<file path="config.mk">
export PLATFORM = sky130hd
export DESIGN_NAME = sorted_priority_queue_unit
export DESIGN_NICKNAME = d
export VERILOG_FILES = /design/src/rtl/core/spq_pkg.sv /design/src/rtl/core/sorted_priority_queue_unit.sv /design/src/rtl/core/spq_cell.sv
export SDC_FILE = /design/constraint.sdc
export NUM_CORES = 2
export LEC_CHECK = 0
export BUFFER_PORTS_ARGS = -buffer_cell sky130_fd_sc_hd__buf_2
export CORE_MARGIN = 4
export CORE_UTILIZATION = 40
export CTS_CLUSTER_DIAMETER = 100
export DETAILED_ROUTE_END_ITERATION = 6
export GPL_TIMING_DRIVEN = 0
export PLACE_DENSITY = 0.53
export SLEW_MARGIN = 20
export SYNTH_ARGS = -nofsm -noshare
export SYNTH_HDL_FRONTEND = slang
export SYNTH_SLANG_ARGS = --single-unit
</file>
<file path="constraint.sdc">
create_clock -name clk -period 12.4 [get_ports clk]
set_input_delay 1.86 -clock clk [delete_from_list [all_inputs] [get_ports clk]]
set_output_delay 1.86 -clock clk [all_outputs]
set_load 0.005 [all_outputs]
</file>
<file path="src/rtl/core/spq_pkg.sv">
// Shared types and constants for the sorted priority queue.
package spq_pkg;

	// Default configuration
	localparam int unsigned DEPTH_DEF          = 32;
	localparam int unsigned VALUE_WIDTH_DEF    = 32;
	localparam int unsigned PRIORITY_WIDTH_DEF = 16;

	// Fixed field widths of the request and response payloads
	localparam int unsigned REQ_TYPE_W   = 2;
	localparam int unsigned ITEM_VALUE_W = 32;
	localparam int unsigned ITEM_PRIO_W  = 16;
	localparam int unsigned STATUS_W     = 2;
	localparam int unsigned COUNT_W      = 6;

	typedef enum logic [REQ_TYPE_W-1:0] {
		REQ_ENQ = 2'd0,
		REQ_DEQ = 2'd1,
		REQ_CLR = 2'd2
	} spq_req_kind_t;

	typedef enum logic [STATUS_W-1:0] {
		ST_OK    = 2'd0,
		ST_FULL  = 2'd1,
		ST_EMPTY = 2'd2
	} spq_status_t;

	typedef struct packed {
		logic [REQ_TYPE_W-1:0]          req_type;
		logic [ITEM_VALUE_W-1:0]        item_value;
		logic signed [ITEM_PRIO_W-1:0]  item_priority;
	} spq_req_t;

	typedef struct packed {
		logic [STATUS_W-1:0]     status;
		logic [ITEM_VALUE_W-1:0] head_value;
		logic [COUNT_W-1:0]      entry_count;
		logic                    is_empty;
		logic                    is_full;
	} spq_rsp_t;

	// Per-cell control: the operation applied this cycle and where the cell sits
	typedef struct packed {
		logic enq;       // accepted enqueue that fits
		logic deq;       // accepted dequeue on a non-empty queue
		logic occupied;  // cell index below the count
		logic at_tail;   // cell index equals the count
	} spq_cell_ctl_t;

endpackage

</file>
<file path="src/rtl/core/sorted_priority_queue_unit.sv">
// Top level of the sorted priority queue: cell chain, count and response register.
//
// Usage
//   Request channel (req_valid / req_ready / req): one request per accepted
//   handshake, an enqueue, a dequeue or a clear. Response channel
//   (rsp_valid / rsp_ready / rsp): exactly one response per request, in order,
//   with status, removed head value, count and empty / full flags.
//   Entries sit in a row of DEPTH cells sorted by priority, highest at cell 0.
//   On an enqueue every cell compares the new priority with its own at once
//   and shifts toward the tail or takes the new entry; a dequeue shifts the
//   whole row one cell toward the head.
//   The response is registered and valid in the cycle after the request is accepted.
//   Throughput: one request per cycle; a request is taken whenever the
//   response register is empty or being drained in the same cycle.
//   Stall: while rsp_valid is high and rsp_ready low the response holds and
//   req_ready is low, so no request is lost.
//   Reset: arst_n clears the count and the response valid; cell contents are
//   not cleared, since only entries below the count are ever read.
module sorted_priority_queue_unit #(
	parameter int unsigned DEPTH          = spq_pkg::DEPTH_DEF,
	parameter int unsigned VALUE_WIDTH    = spq_pkg::VALUE_WIDTH_DEF,
	parameter int unsigned PRIORITY_WIDTH = spq_pkg::PRIORITY_WIDTH_DEF
) (
	input  logic              clk,
	input  logic              arst_n,
	input  logic              req_valid,
	output logic              req_ready,
	input  spq_pkg::spq_req_t req,
	output logic              rsp_valid,
	input  logic              rsp_ready,
	output spq_pkg::spq_rsp_t rsp
);

	localparam int unsigned CW = $clog2(DEPTH + 1);

	logic          accept;
	logic [CW-1:0] count_q;
	logic [CW-1:0] count_nxt;
	logic          rsp_valid_q;
	spq_pkg::spq_rsp_t rsp_q;
	spq_pkg::spq_rsp_t rsp_nxt;

	logic do_enq;
	logic do_deq;
	logic is_full_now;
	logic is_empty_now;
	logic [spq_pkg::STATUS_W-1:0] status_nxt;

	logic [VALUE_WIDTH-1:0]           new_value;
	logic signed [PRIORITY_WIDTH-1:0] new_prio;
	logic [spq_pkg::ITEM_VALUE_W-1:0] head_ext;
	logic [spq_pkg::COUNT_W-1:0]      count_ext;

	logic [VALUE_WIDTH-1:0]           cell_value [DEPTH];
	logic signed [PRIORITY_WIDTH-1:0] cell_prio  [DEPTH];
	logic                             cell_gt    [DEPTH];

	// Accept while the response slot is free or draining this cycle
	assign req_ready = !rsp_valid_q || rsp_ready;
	assign accept    = req_valid && req_ready;
	assign rsp_valid = rsp_valid_q;
	assign rsp       = rsp_q;

	assign is_full_now  = (count_q == CW'(DEPTH));
	assign is_empty_now = (count_q == '0);

	// Fit the fixed-width payload fields to the configured storage widths
	generate
		if (VALUE_WIDTH <= spq_pkg::ITEM_VALUE_W) begin : g_val_narrow
			assign new_value = req.item_value[VALUE_WIDTH-1:0];
			if (VALUE_WIDTH == spq_pkg::ITEM_VALUE_W) begin : g_head_eq
				assign head_ext = cell_value[0];
			end else begin : g_head_pad
				assign head_ext = {{(spq_pkg::ITEM_VALUE_W - VALUE_WIDTH){1'b0}},
					cell_value[0]};
			end
		end else begin : g_val_wide
			assign new_value = {{(VALUE_WIDTH - spq_pkg::ITEM_VALUE_W){1'b0}},
				req.item_value};
			assign head_ext  = cell_value[0][spq_pkg::ITEM_VALUE_W-1:0];
		end

		// Priorities wrap to the stored width, two's complement
		if (PRIORITY_WIDTH <= spq_pkg::ITEM_PRIO_W) begin : g_prio_narrow
			assign new_prio = req.item_priority[PRIORITY_WIDTH-1:0];
		end else begin : g_prio_wide
			assign new_prio = {{(PRIORITY_WIDTH - spq_pkg::ITEM_PRIO_W)
				{req.item_priority[spq_pkg::ITEM_PRIO_W-1]}}, req.item_priority};
		end

		// Reported count is the low bits of the internal count
		if (CW >= spq_pkg::COUNT_W) begin : g_cnt_trunc
			assign count_ext = count_nxt[spq_pkg::COUNT_W-1:0];
		end else begin : g_cnt_pad
			assign count_ext = {{(spq_pkg::COUNT_W - CW){1'b0}}, count_nxt};
		end
	endgenerate

	// Request decode
	always_comb begin
		do_enq     = 1'b0;
		do_deq     = 1'b0;
		count_nxt  = count_q;
		status_nxt = spq_pkg::ST_OK;
		unique case (req.req_type)
			spq_pkg::REQ_ENQ: begin
				if (is_full_now) begin
					status_nxt = spq_pkg::ST_FULL;
				end else begin
					do_enq    = accept;
					count_nxt = count_q + CW'(1);
				end
			end
			spq_pkg::REQ_DEQ: begin
				if (is_empty_now) begin
					status_nxt = spq_pkg::ST_EMPTY;
				end else begin
					do_deq    = accept;
					count_nxt = count_q - CW'(1);
				end
			end
			spq_pkg::REQ_CLR: begin
				count_nxt = '0;
			end
			default: begin
				// unused request code: no effect
			end
		endcase
	end

	always_comb begin
		rsp_nxt.status      = status_nxt;
		rsp_nxt.head_value  = (req.req_type == spq_pkg::REQ_DEQ && !is_empty_now) ?
			head_ext : '0;
		rsp_nxt.entry_count = count_ext;
		rsp_nxt.is_empty    = (count_nxt == '0);
		rsp_nxt.is_full     = (count_nxt == CW'(DEPTH));
	end

	// Cell chain: each cell sees its upstream neighbor for enqueue shifts and
	// its downstream neighbor for dequeue shifts
	genvar i;
	generate
		for (i = 0; i < DEPTH; i++) begin : g_cell
			spq_pkg::spq_cell_ctl_t           ctl;
			logic                             prev_gt;
			logic [VALUE_WIDTH-1:0]           prev_value;
			logic signed [PRIORITY_WIDTH-1:0] prev_prio;
			logic [VALUE_WIDTH-1:0]           next_value;
			logic signed [PRIORITY_WIDTH-1:0] next_prio;

			assign ctl.enq      = do_enq;
			assign ctl.deq      = do_deq;
			assign ctl.occupied = (count_q > CW'(i));
			assign ctl.at_tail  = (count_q == CW'(i));

			if (i == 0) begin : g_head
				assign prev_gt    = 1'b0;
				assign prev_value = new_value;
				assign prev_prio  = new_prio;
			end else begin : g_mid
				assign prev_gt    = cell_gt[i-1];
				assign prev_value = cell_value[i-1];
				assign prev_prio  = cell_prio[i-1];
			end

			if (i == DEPTH - 1) begin : g_tail
				assign next_value = cell_value[i];
				assign next_prio  = cell_prio[i];
			end else begin : g_body
				assign next_value = cell_value[i+1];
				assign next_prio  = cell_prio[i+1];
			end

			spq_cell #(
				.VALUE_WIDTH    (VALUE_WIDTH),
				.PRIORITY_WIDTH (PRIORITY_WIDTH)
			) u_cell (
				.clk        (clk),
				.ctl        (ctl),
				.new_value  (new_value),
				.new_prio   (new_prio),
				.prev_gt    (prev_gt),
				.prev_value (prev_value),
				.prev_prio  (prev_prio),
				.next_value (next_value),
				.next_prio  (next_prio),
				.gt         (cell_gt[i]),
				.value      (cell_value[i]),
				.prio       (cell_prio[i])
			);
		end
	endgenerate

	// Control state
	always_ff @(posedge clk or negedge arst_n) begin
		if (!arst_n) begin
			count_q     <= '0;
			rsp_valid_q <= 1'b0;
		end else begin
			if (accept) begin
				count_q <= count_nxt;
			end
			if (accept) begin
				rsp_valid_q <= 1'b1;
			end else if (rsp_ready) begin
				rsp_valid_q <= 1'b0;
			end
		end
	end

	// Response payload
	always_ff @(posedge clk) begin
		if (accept) begin
			rsp_q <= rsp_nxt;
		end
	end

endmodule

</file>
<file path="src/rtl/core/spq_cell.sv">
// One storage cell of the sorted queue: holds an entry and shifts with its neighbors.
module spq_cell #(
	parameter int unsigned VALUE_WIDTH    = spq_pkg::VALUE_WIDTH_DEF,
	parameter int unsigned PRIORITY_WIDTH = spq_pkg::PRIORITY_WIDTH_DEF
) (
	input  logic                             clk,
	input  spq_pkg::spq_cell_ctl_t           ctl,
	input  logic [VALUE_WIDTH-1:0]           new_value,
	input  logic signed [PRIORITY_WIDTH-1:0] new_prio,
	input  logic                             prev_gt,
	input  logic [VALUE_WIDTH-1:0]           prev_value,
	input  logic signed [PRIORITY_WIDTH-1:0] prev_prio,
	input  logic [VALUE_WIDTH-1:0]           next_value,
	input  logic signed [PRIORITY_WIDTH-1:0] next_prio,
	output logic                             gt,
	output logic [VALUE_WIDTH-1:0]           value,
	output logic signed [PRIORITY_WIDTH-1:0] prio
);

	logic [VALUE_WIDTH-1:0]           value_q;
	logic signed [PRIORITY_WIDTH-1:0] prio_q;

	// New entry outranks this one; ties keep arrival order
	assign gt    = ctl.occupied && (new_prio > prio_q);
	assign value = value_q;
	assign prio  = prio_q;

	always_ff @(posedge clk) begin
		if (ctl.enq) begin
			if (gt || ctl.at_tail) begin
				if (prev_gt) begin
					value_q <= prev_value;
					prio_q  <= prev_prio;
				end else begin
					value_q <= new_value;
					prio_q  <= new_prio;
				end
			end
		end else if (ctl.deq) begin
			value_q <= next_value;
			prio_q  <= next_prio;
		end
	end

endmodule

</file>
# Word-level counts from Yosys, hierarchy flattened
# Index checks and enable logic that the tools add are counted.
# W data, S select, Z words.
[word_totals] word_cells=569 ff_bits=1585
[classes] order_cmp=64 n_eq_ne=66 addsub=2 mux=260 reduce_logical=106
[op_table] operator="$mux W32" count=124
[op_table] operator="$mux W16" count=124
[op_table] operator="$gt A16 B16 Y1" count=32
[op_table] operator="$eq A6 B5 Y1 const B" count=16
[op_table] operator="$gt A6 B5 Y1 const B" count=16
[op_table] operator="$reduce_and A2 Y1" count=32
[op_table] operator="$ne A2 B1 Y1 const B" count=31
[op_table] operator="$eq A6 B4 Y1 const B" count=8
[op_table] operator="$gt A6 B4 Y1 const B" count=8
[op_table] operator="$logic_and A1 B1 Y1" count=34
[op_table] operator="$logic_or A1 B1 Y1" count=33
[op_table] operator="$eq A6 B3 Y1 const B" count=4
[op_table] operator="$gt A6 B3 Y1 const B" count=4
[op_table] operator="$pmux W6 S3" count=1
[op_table] operator="$eq A6 B2 Y1 const B" count=2
[op_table] operator="$eq A6 B6 Y1 const B" count=2
[op_table] operator="$gt A6 B1 Y1 const B" count=2
[op_table] operator="$gt A6 B2 Y1 const B" count=2
[op_table] operator="$logic_not A6 Y1" count=2
[op_table] operator="$mux W6" count=2
[op_table] operator="$mux W1" count=7
[op_table] operator="$add A6 B1 Y6 const B" count=1
[op_table] operator="$eq A6 B1 Y1 const B" count=1
[op_table] operator="$sub A6 B1 Y6 const B" count=1
[op_table] operator="other kinds (7)" count=9

# Logic depth before layout (Yosys ltp)
[depth] ltp_word=7 depth_mapped=13

# Hierarchy
# From an unflattened synthesis, not the netlist that was laid out.
[unflattened] cells_unflattened=8928 area_unflattened_um2=94174.1
[by_module_without_submodules] module="spq_cell (g_cell[0].u_cell ...)" area_each_um2=2844.0 instances=20 seq_area_each_um2=1441.4 cells_per_inst=270
[by_module_without_submodules] module="spq_cell (g_cell[28].u_cell ...)" area_each_um2=2879.0 instances=12 seq_area_each_um2=1441.4 cells_per_inst=270
[by_module_without_submodules] module="sorted_priority_queue_unit" area_each_um2=2746.4 instances=1 seq_area_each_um2=1436.4 cells_per_inst=288

# Worst setup path after synthesis
# Ideal clock, no wire load.
[synth_timing] kind="input -> register" from="input req[0] (netlist name)" to="register g_cell[6].u_cell.prio_q[0], enable pin" cell_stages=10 required_time_ns=11.880 setup_time_ns=0.520 t_arrival_ns=7.605 setup_slack_ns=4.275 cell_sequence="inv_1 > ha_1 > nor2b_1 > o211ai_1 > a2111oi_0 > or4b_1 > a221oi_2 > buf_2 > a31oi_1 > o21ai_0"
[synth_via] elab_chain_len=5
[synth_rtl] item="start, declared" line="sorted_priority_queue_unit.sv:28" source="input spq_pkg::spq_req_t req,"
[synth_rtl] item="$gt A16 B16 Y1" line="spq_cell.sv:24" source="assign gt = ctl.occupied && (new_prio > prio_q);"
[synth_rtl] item="$logic_and A1 B1 Y1" line="spq_cell.sv:24"
[synth_rtl] item="$logic_or A1 B1 Y1" line="spq_cell.sv:30" source="if (gt || ctl.at_tail) begin"
[synth_rtl] item="$ne A2 B1 Y1 (no line)"
[synth_rtl] item="$reduce_and A2 Y1 (no line)"
[synth_rtl] item="end signal, assigned" line="spq_cell.sv:33" source="prio_q <= prev_prio;"
[synth_rtl] item="end signal, assigned" line="spq_cell.sv:36" source="prio_q <= new_prio;"
[synth_rtl] item="end signal, assigned" line="spq_cell.sv:41" source="prio_q <= next_prio;"
[synth_rtl] item="end, declared" line="spq_cell.sv:21" source="logic signed [PRIORITY_WIDTH-1:0] prio_q;"
# Every way passes these cells.
# A chain may end at the register's enable or synchronous reset.

# Final worst setup path
[layout_timing] from="register count_q[1]" to="register g_cell[9].u_cell.value_q[15], enable pin"
[layout_via] elab_chain_len=5
[layout_rtl] item="start, declared" line="sorted_priority_queue_unit.sv:37" source="logic [CW-1:0] count_q;"
[layout_rtl] item="start signal, assigned" line="sorted_priority_queue_unit.sv:202" source="count_q <= count_nxt;"
[layout_rtl] item="$gt A6 B4 Y1 (tied with other cells)" line="sorted_priority_queue_unit.sv:154" source="assign ctl.occupied = (count_q > CW'(i));"
[layout_rtl] item="$logic_and A1 B1 Y1 (tied with other cells)" line="spq_cell.sv:24"
[layout_rtl] item="$logic_or A1 B1 Y1 or $mux W1 (tied branches)" line="spq_cell.sv:30, sorted_priority_queue_unit.sv:105"
[layout_rtl] item="$ne A2 B1 Y1 (no line) or $reduce_bool A2 Y1 (tied branches)"
[layout_rtl] item="$reduce_and A2 Y1 (no line) (*)"
[layout_rtl] item="end signal, assigned" line="spq_cell.sv:32" source="value_q <= prev_value;"
[layout_rtl] item="end signal, assigned" line="spq_cell.sv:35" source="value_q <= new_value;"
[layout_rtl] item="end signal, assigned" line="spq_cell.sv:40" source="value_q <= next_value;"
[layout_rtl] item="end, declared" line="spq_cell.sv:20" source="logic [VALUE_WIDTH-1:0] value_q;"
# Mark *: on every way between the ends. The rest lies on a longest branch, timed or not.

==> flow_metrics.env <==
export IMPL_numCtsBuffers=183
export IMPL_grt_pass1_wl_mm=530
export IMPL_dieHeight_um=481
export IMPL_drt_first_pass_iters=6
export IMPL_synth_edf_count=1578
export IMPL_cp_max_fo=48
export IMPL_async_reset_ff_frac=0.00442
export IMPL_cts_max_level=4
export IMPL_worst_setup_path_type="flip-flop to flip-flop"
export IMPL_top_layer="met5"
export IMPL_synth_flop_cell="edfxtp_1"
export IMPL_status="finished clean"
export IMPL_period_minus_slack_ns=6.00
export IMPL_grt_ovfl_total=0
export IMPL_area_growth_pct=13.8
export IMPL_fp_dieArea_sq_um=232000
export IMPL_fin_skew_ns=0.0258
export IMPL_yosysTopAreaCell="edfxtp_1"
export IMPL_design_area_sq_um=102000
export IMPL_via_per_inst=6.25
export IMPL_min_from="g_cell[1].u_cell.value[24]"
export IMPL_place_inst=11727
export IMPL_ir_drop_mv=0.119
export IMPL_drc_errors=0
export IMPL_clk_latency_ns=0.85
export IMPL_grt_start_max_net_pins=49
export IMPL_hold_buffers=0
export IMPL_cts_tree="done"
export IMPL_cp_slowest_cell="clkbuf_1"
export IMPL_cp_arrival_ns=6.40
export IMPL_yosysTopAreaCellShare=0.529
export IMPL_crit_path_end_kind="flip-flop"
export IMPL_final_cells=12067
export IMPL_period_share=0.484
export IMPL_maxCapViolCount=0
export IMPL_layout_nets=9508
export IMPL_crit_required_ns=12.80
export IMPL_grt_pass1_vias=72859
export IMPL_r2r_end="g_cell[9].u_cell.value[15]"
export IMPL_drv_slew=0
export IMPL_place_area_sq_um=96300
export IMPL_wl_per_cell_um=31.2
export IMPL_cts_sinks=1585
export IMPL_setup_slack_ns=6.40
export IMPL_io_pins=98
export IMPL_post_cts_setup_buffers=0
export IMPL_path_cells="clkbuf_1 -> inv_1 -> ha_1 -> clkbuf_1 -> o21bai_1 -> a21oi_1 -> nor2_1 -> o31a_1 -> o21ai_1 -> buf_2 -> buf_4 -> a21o_1 -> nand2_4"
export IMPL_vias=75384
export IMPL_p_per_area_nw_per_um2=172
export IMPL_regToRegSetupSlack_ns=6.40
export IMPL_clk_pin_slew_worst_paths_ns=0.06
export IMPL_relSlewSlack=0.123
export IMPL_postRouteWirelength_mm=377
export IMPL_min_to="g_cell[0].u_cell.value[24]"
export IMPL_hold_viol=0
export IMPL_setup_viol=0
export IMPL_ys_ff_latch=1585
export IMPL_port_buffers=65
export IMPL_synthTopCellsByCount="edfxtp_1, nand3_1, nand2_1"
export IMPL_ys_types=70
export IMPL_place_ws_ns=5.66
export IMPL_path_common_cell="clkbuf_1"
export IMPL_die_w_um=481
export IMPL_reg2reg_depth=13
export IMPL_routed_wl_met3_mm=36.5
export IMPL_syn_area_sq_um=89600
export IMPL_yosysWarnings=0
export IMPL_drt_initial_drc_count=9642
export IMPL_max_stage_delay_ns=0.94
export IMPL_tightest_slew_ns=1.31
export IMPL_yosysMostFrequentCell="edfxtp_1"
export IMPL_core_area_sq_um=223000
export IMPL_netlist_instances=8605
export IMPL_synth_fp_nets=9175
export IMPL_fillCellCount=21525
export IMPL_power_leakage_nw=37.7
export IMPL_antenna_left=0
export IMPL_cp_start_kind="flip-flop"
export IMPL_synth_avg_cell_area_sq_um=10.4
export IMPL_antenna_found_initial=16
export IMPL_cts_resized=0
export IMPL_ys_seq_area_frac=0.531
export IMPL_holdWs_ns=0.548
export IMPL_wl_met2_mm=164
export IMPL_rr_startpoint="count_q[1]"
export IMPL_cts_buffer_depth=3
export IMPL_finalSetupTns_ns=0
export IMPL_drive_gt1_frac=0.0731
export IMPL_synthTopCellsByArea="edfxtp_1, ha_1, o211ai_1, nand3_1, nand2_1"
export IMPL_rows=173
export IMPL_start_util=0.403
export IMPL_clock_fmax_mhz=167
export IMPL_grt_setup_unrepaired="no"
export IMPL_cts_root_buffer="clkbuf_16"
export IMPL_wl_met1_mm=160
export IMPL_min_path_cells=2
export IMPL_gp_congestion=0.950
export IMPL_dp_hpwl_mm=297
export IMPL_hp_class="flip-flop to flip-flop"
export IMPL_grt_usage=0.316
power by group:
group          internal (mW)  leakage [nW]  switching [mW]
Clock                   2.98          2.79            2.37
Combinational           1.38          20.4            3.81
Sequential              6.63          14.5           0.336
cell usage in the layout, fill, tap and decap left out, types with 176 or more instances in the layout:
master and instances:
edfxtp_1 1578, nand3_1 1133, nand2_1 1101, o211ai_1 790, clkbuf_1 554, ha_1 516
inv_1 514, a21oi_1 460, o221ai_1 347, nor2_1 283, mux2i_1 243, clkbuf_16 185
buf_2 176
sequential cells by signal, indices dropped and copies added (netlist names):
signal,count
count_q,6
rsp,42
g_cell.u_cell.prio,512
g_cell.u_cell.value,1024
rsp_valid,1
layer usage:
metal | vias to the layer above | GRT usage
li1 | 33397 | -
met1 | 37316 | 0.447
met2 | 4079 | 0.484
met3 | 590 | 0.0595
met4 | 2 | 0.114
met5 | - | 0
worst max-delay path by stage:
stage                                  end  cells past startpoint       start
2_1_floorplan     g_cell[6].u_cell.prio[0]                     10      req[0]
3_3_place_gp   g_cell[30].u_cell.value[10]                     11      req[0]
3_5_place_dp   g_cell[30].u_cell.value[10]                     11      req[2]
4_1_cts        g_cell[30].u_cell.value[16]                     11      req[2]
5_1_grt         g_cell[8].u_cell.value[17]                     12     req[15]
6_report        g_cell[9].u_cell.value[15]                     13  count_q[1]
cell type report:
class                           instances  area [sq um]  area share
Inverter                              517          1940      0.0191
Buffer                                775          3120      0.0306
Sequential cell                      1585         47600       0.466
Timing Repair Buffer                  148          2480      0.0243
Antenna cell                            7          17.5    0.000172
Multi-Input combinational cell       5728         37400       0.367
Clock buffer                          214          4740      0.0464
Clock inverter                        118           978     0.00959
Tap cell                             2975          3720      0.0365
through the flow:
step | power [mW] | util
2_1_floorplan | 9.87 | -
3_5_place_dp | 12.1 | 0.433
3_3_place_gp | 11.9 | 0.421
6_report | 17.5 | 0.458
4_1_cts | 17.4 | 0.458
5_1_grt | 18.1 | 0.458
worst max-delay path, delay by kind of cell, from the launching register on:
family	cells	cell delay [ns]
simple gates	2	0.51
compound gates	5	1.81
flops	1	0.45
fa+ha+maj	1	0.34
buf+inv	5	2.36
cell families (layout without fill, tap and decap cells):
family	Yosys count	count (layout)	share of synthesized area
buffers and inverters	1292	1772	0.0560
muxes	296	296	0.0338
adders and majority gates	516	516	0.0720
AOI/OAI and AO/OA	2051	2051	0.162
DFF	1585	1585	0.531
other	0	7	0
and+or+nand+nor	2865	2865	0.146
(Power assumes the default switching activity.)
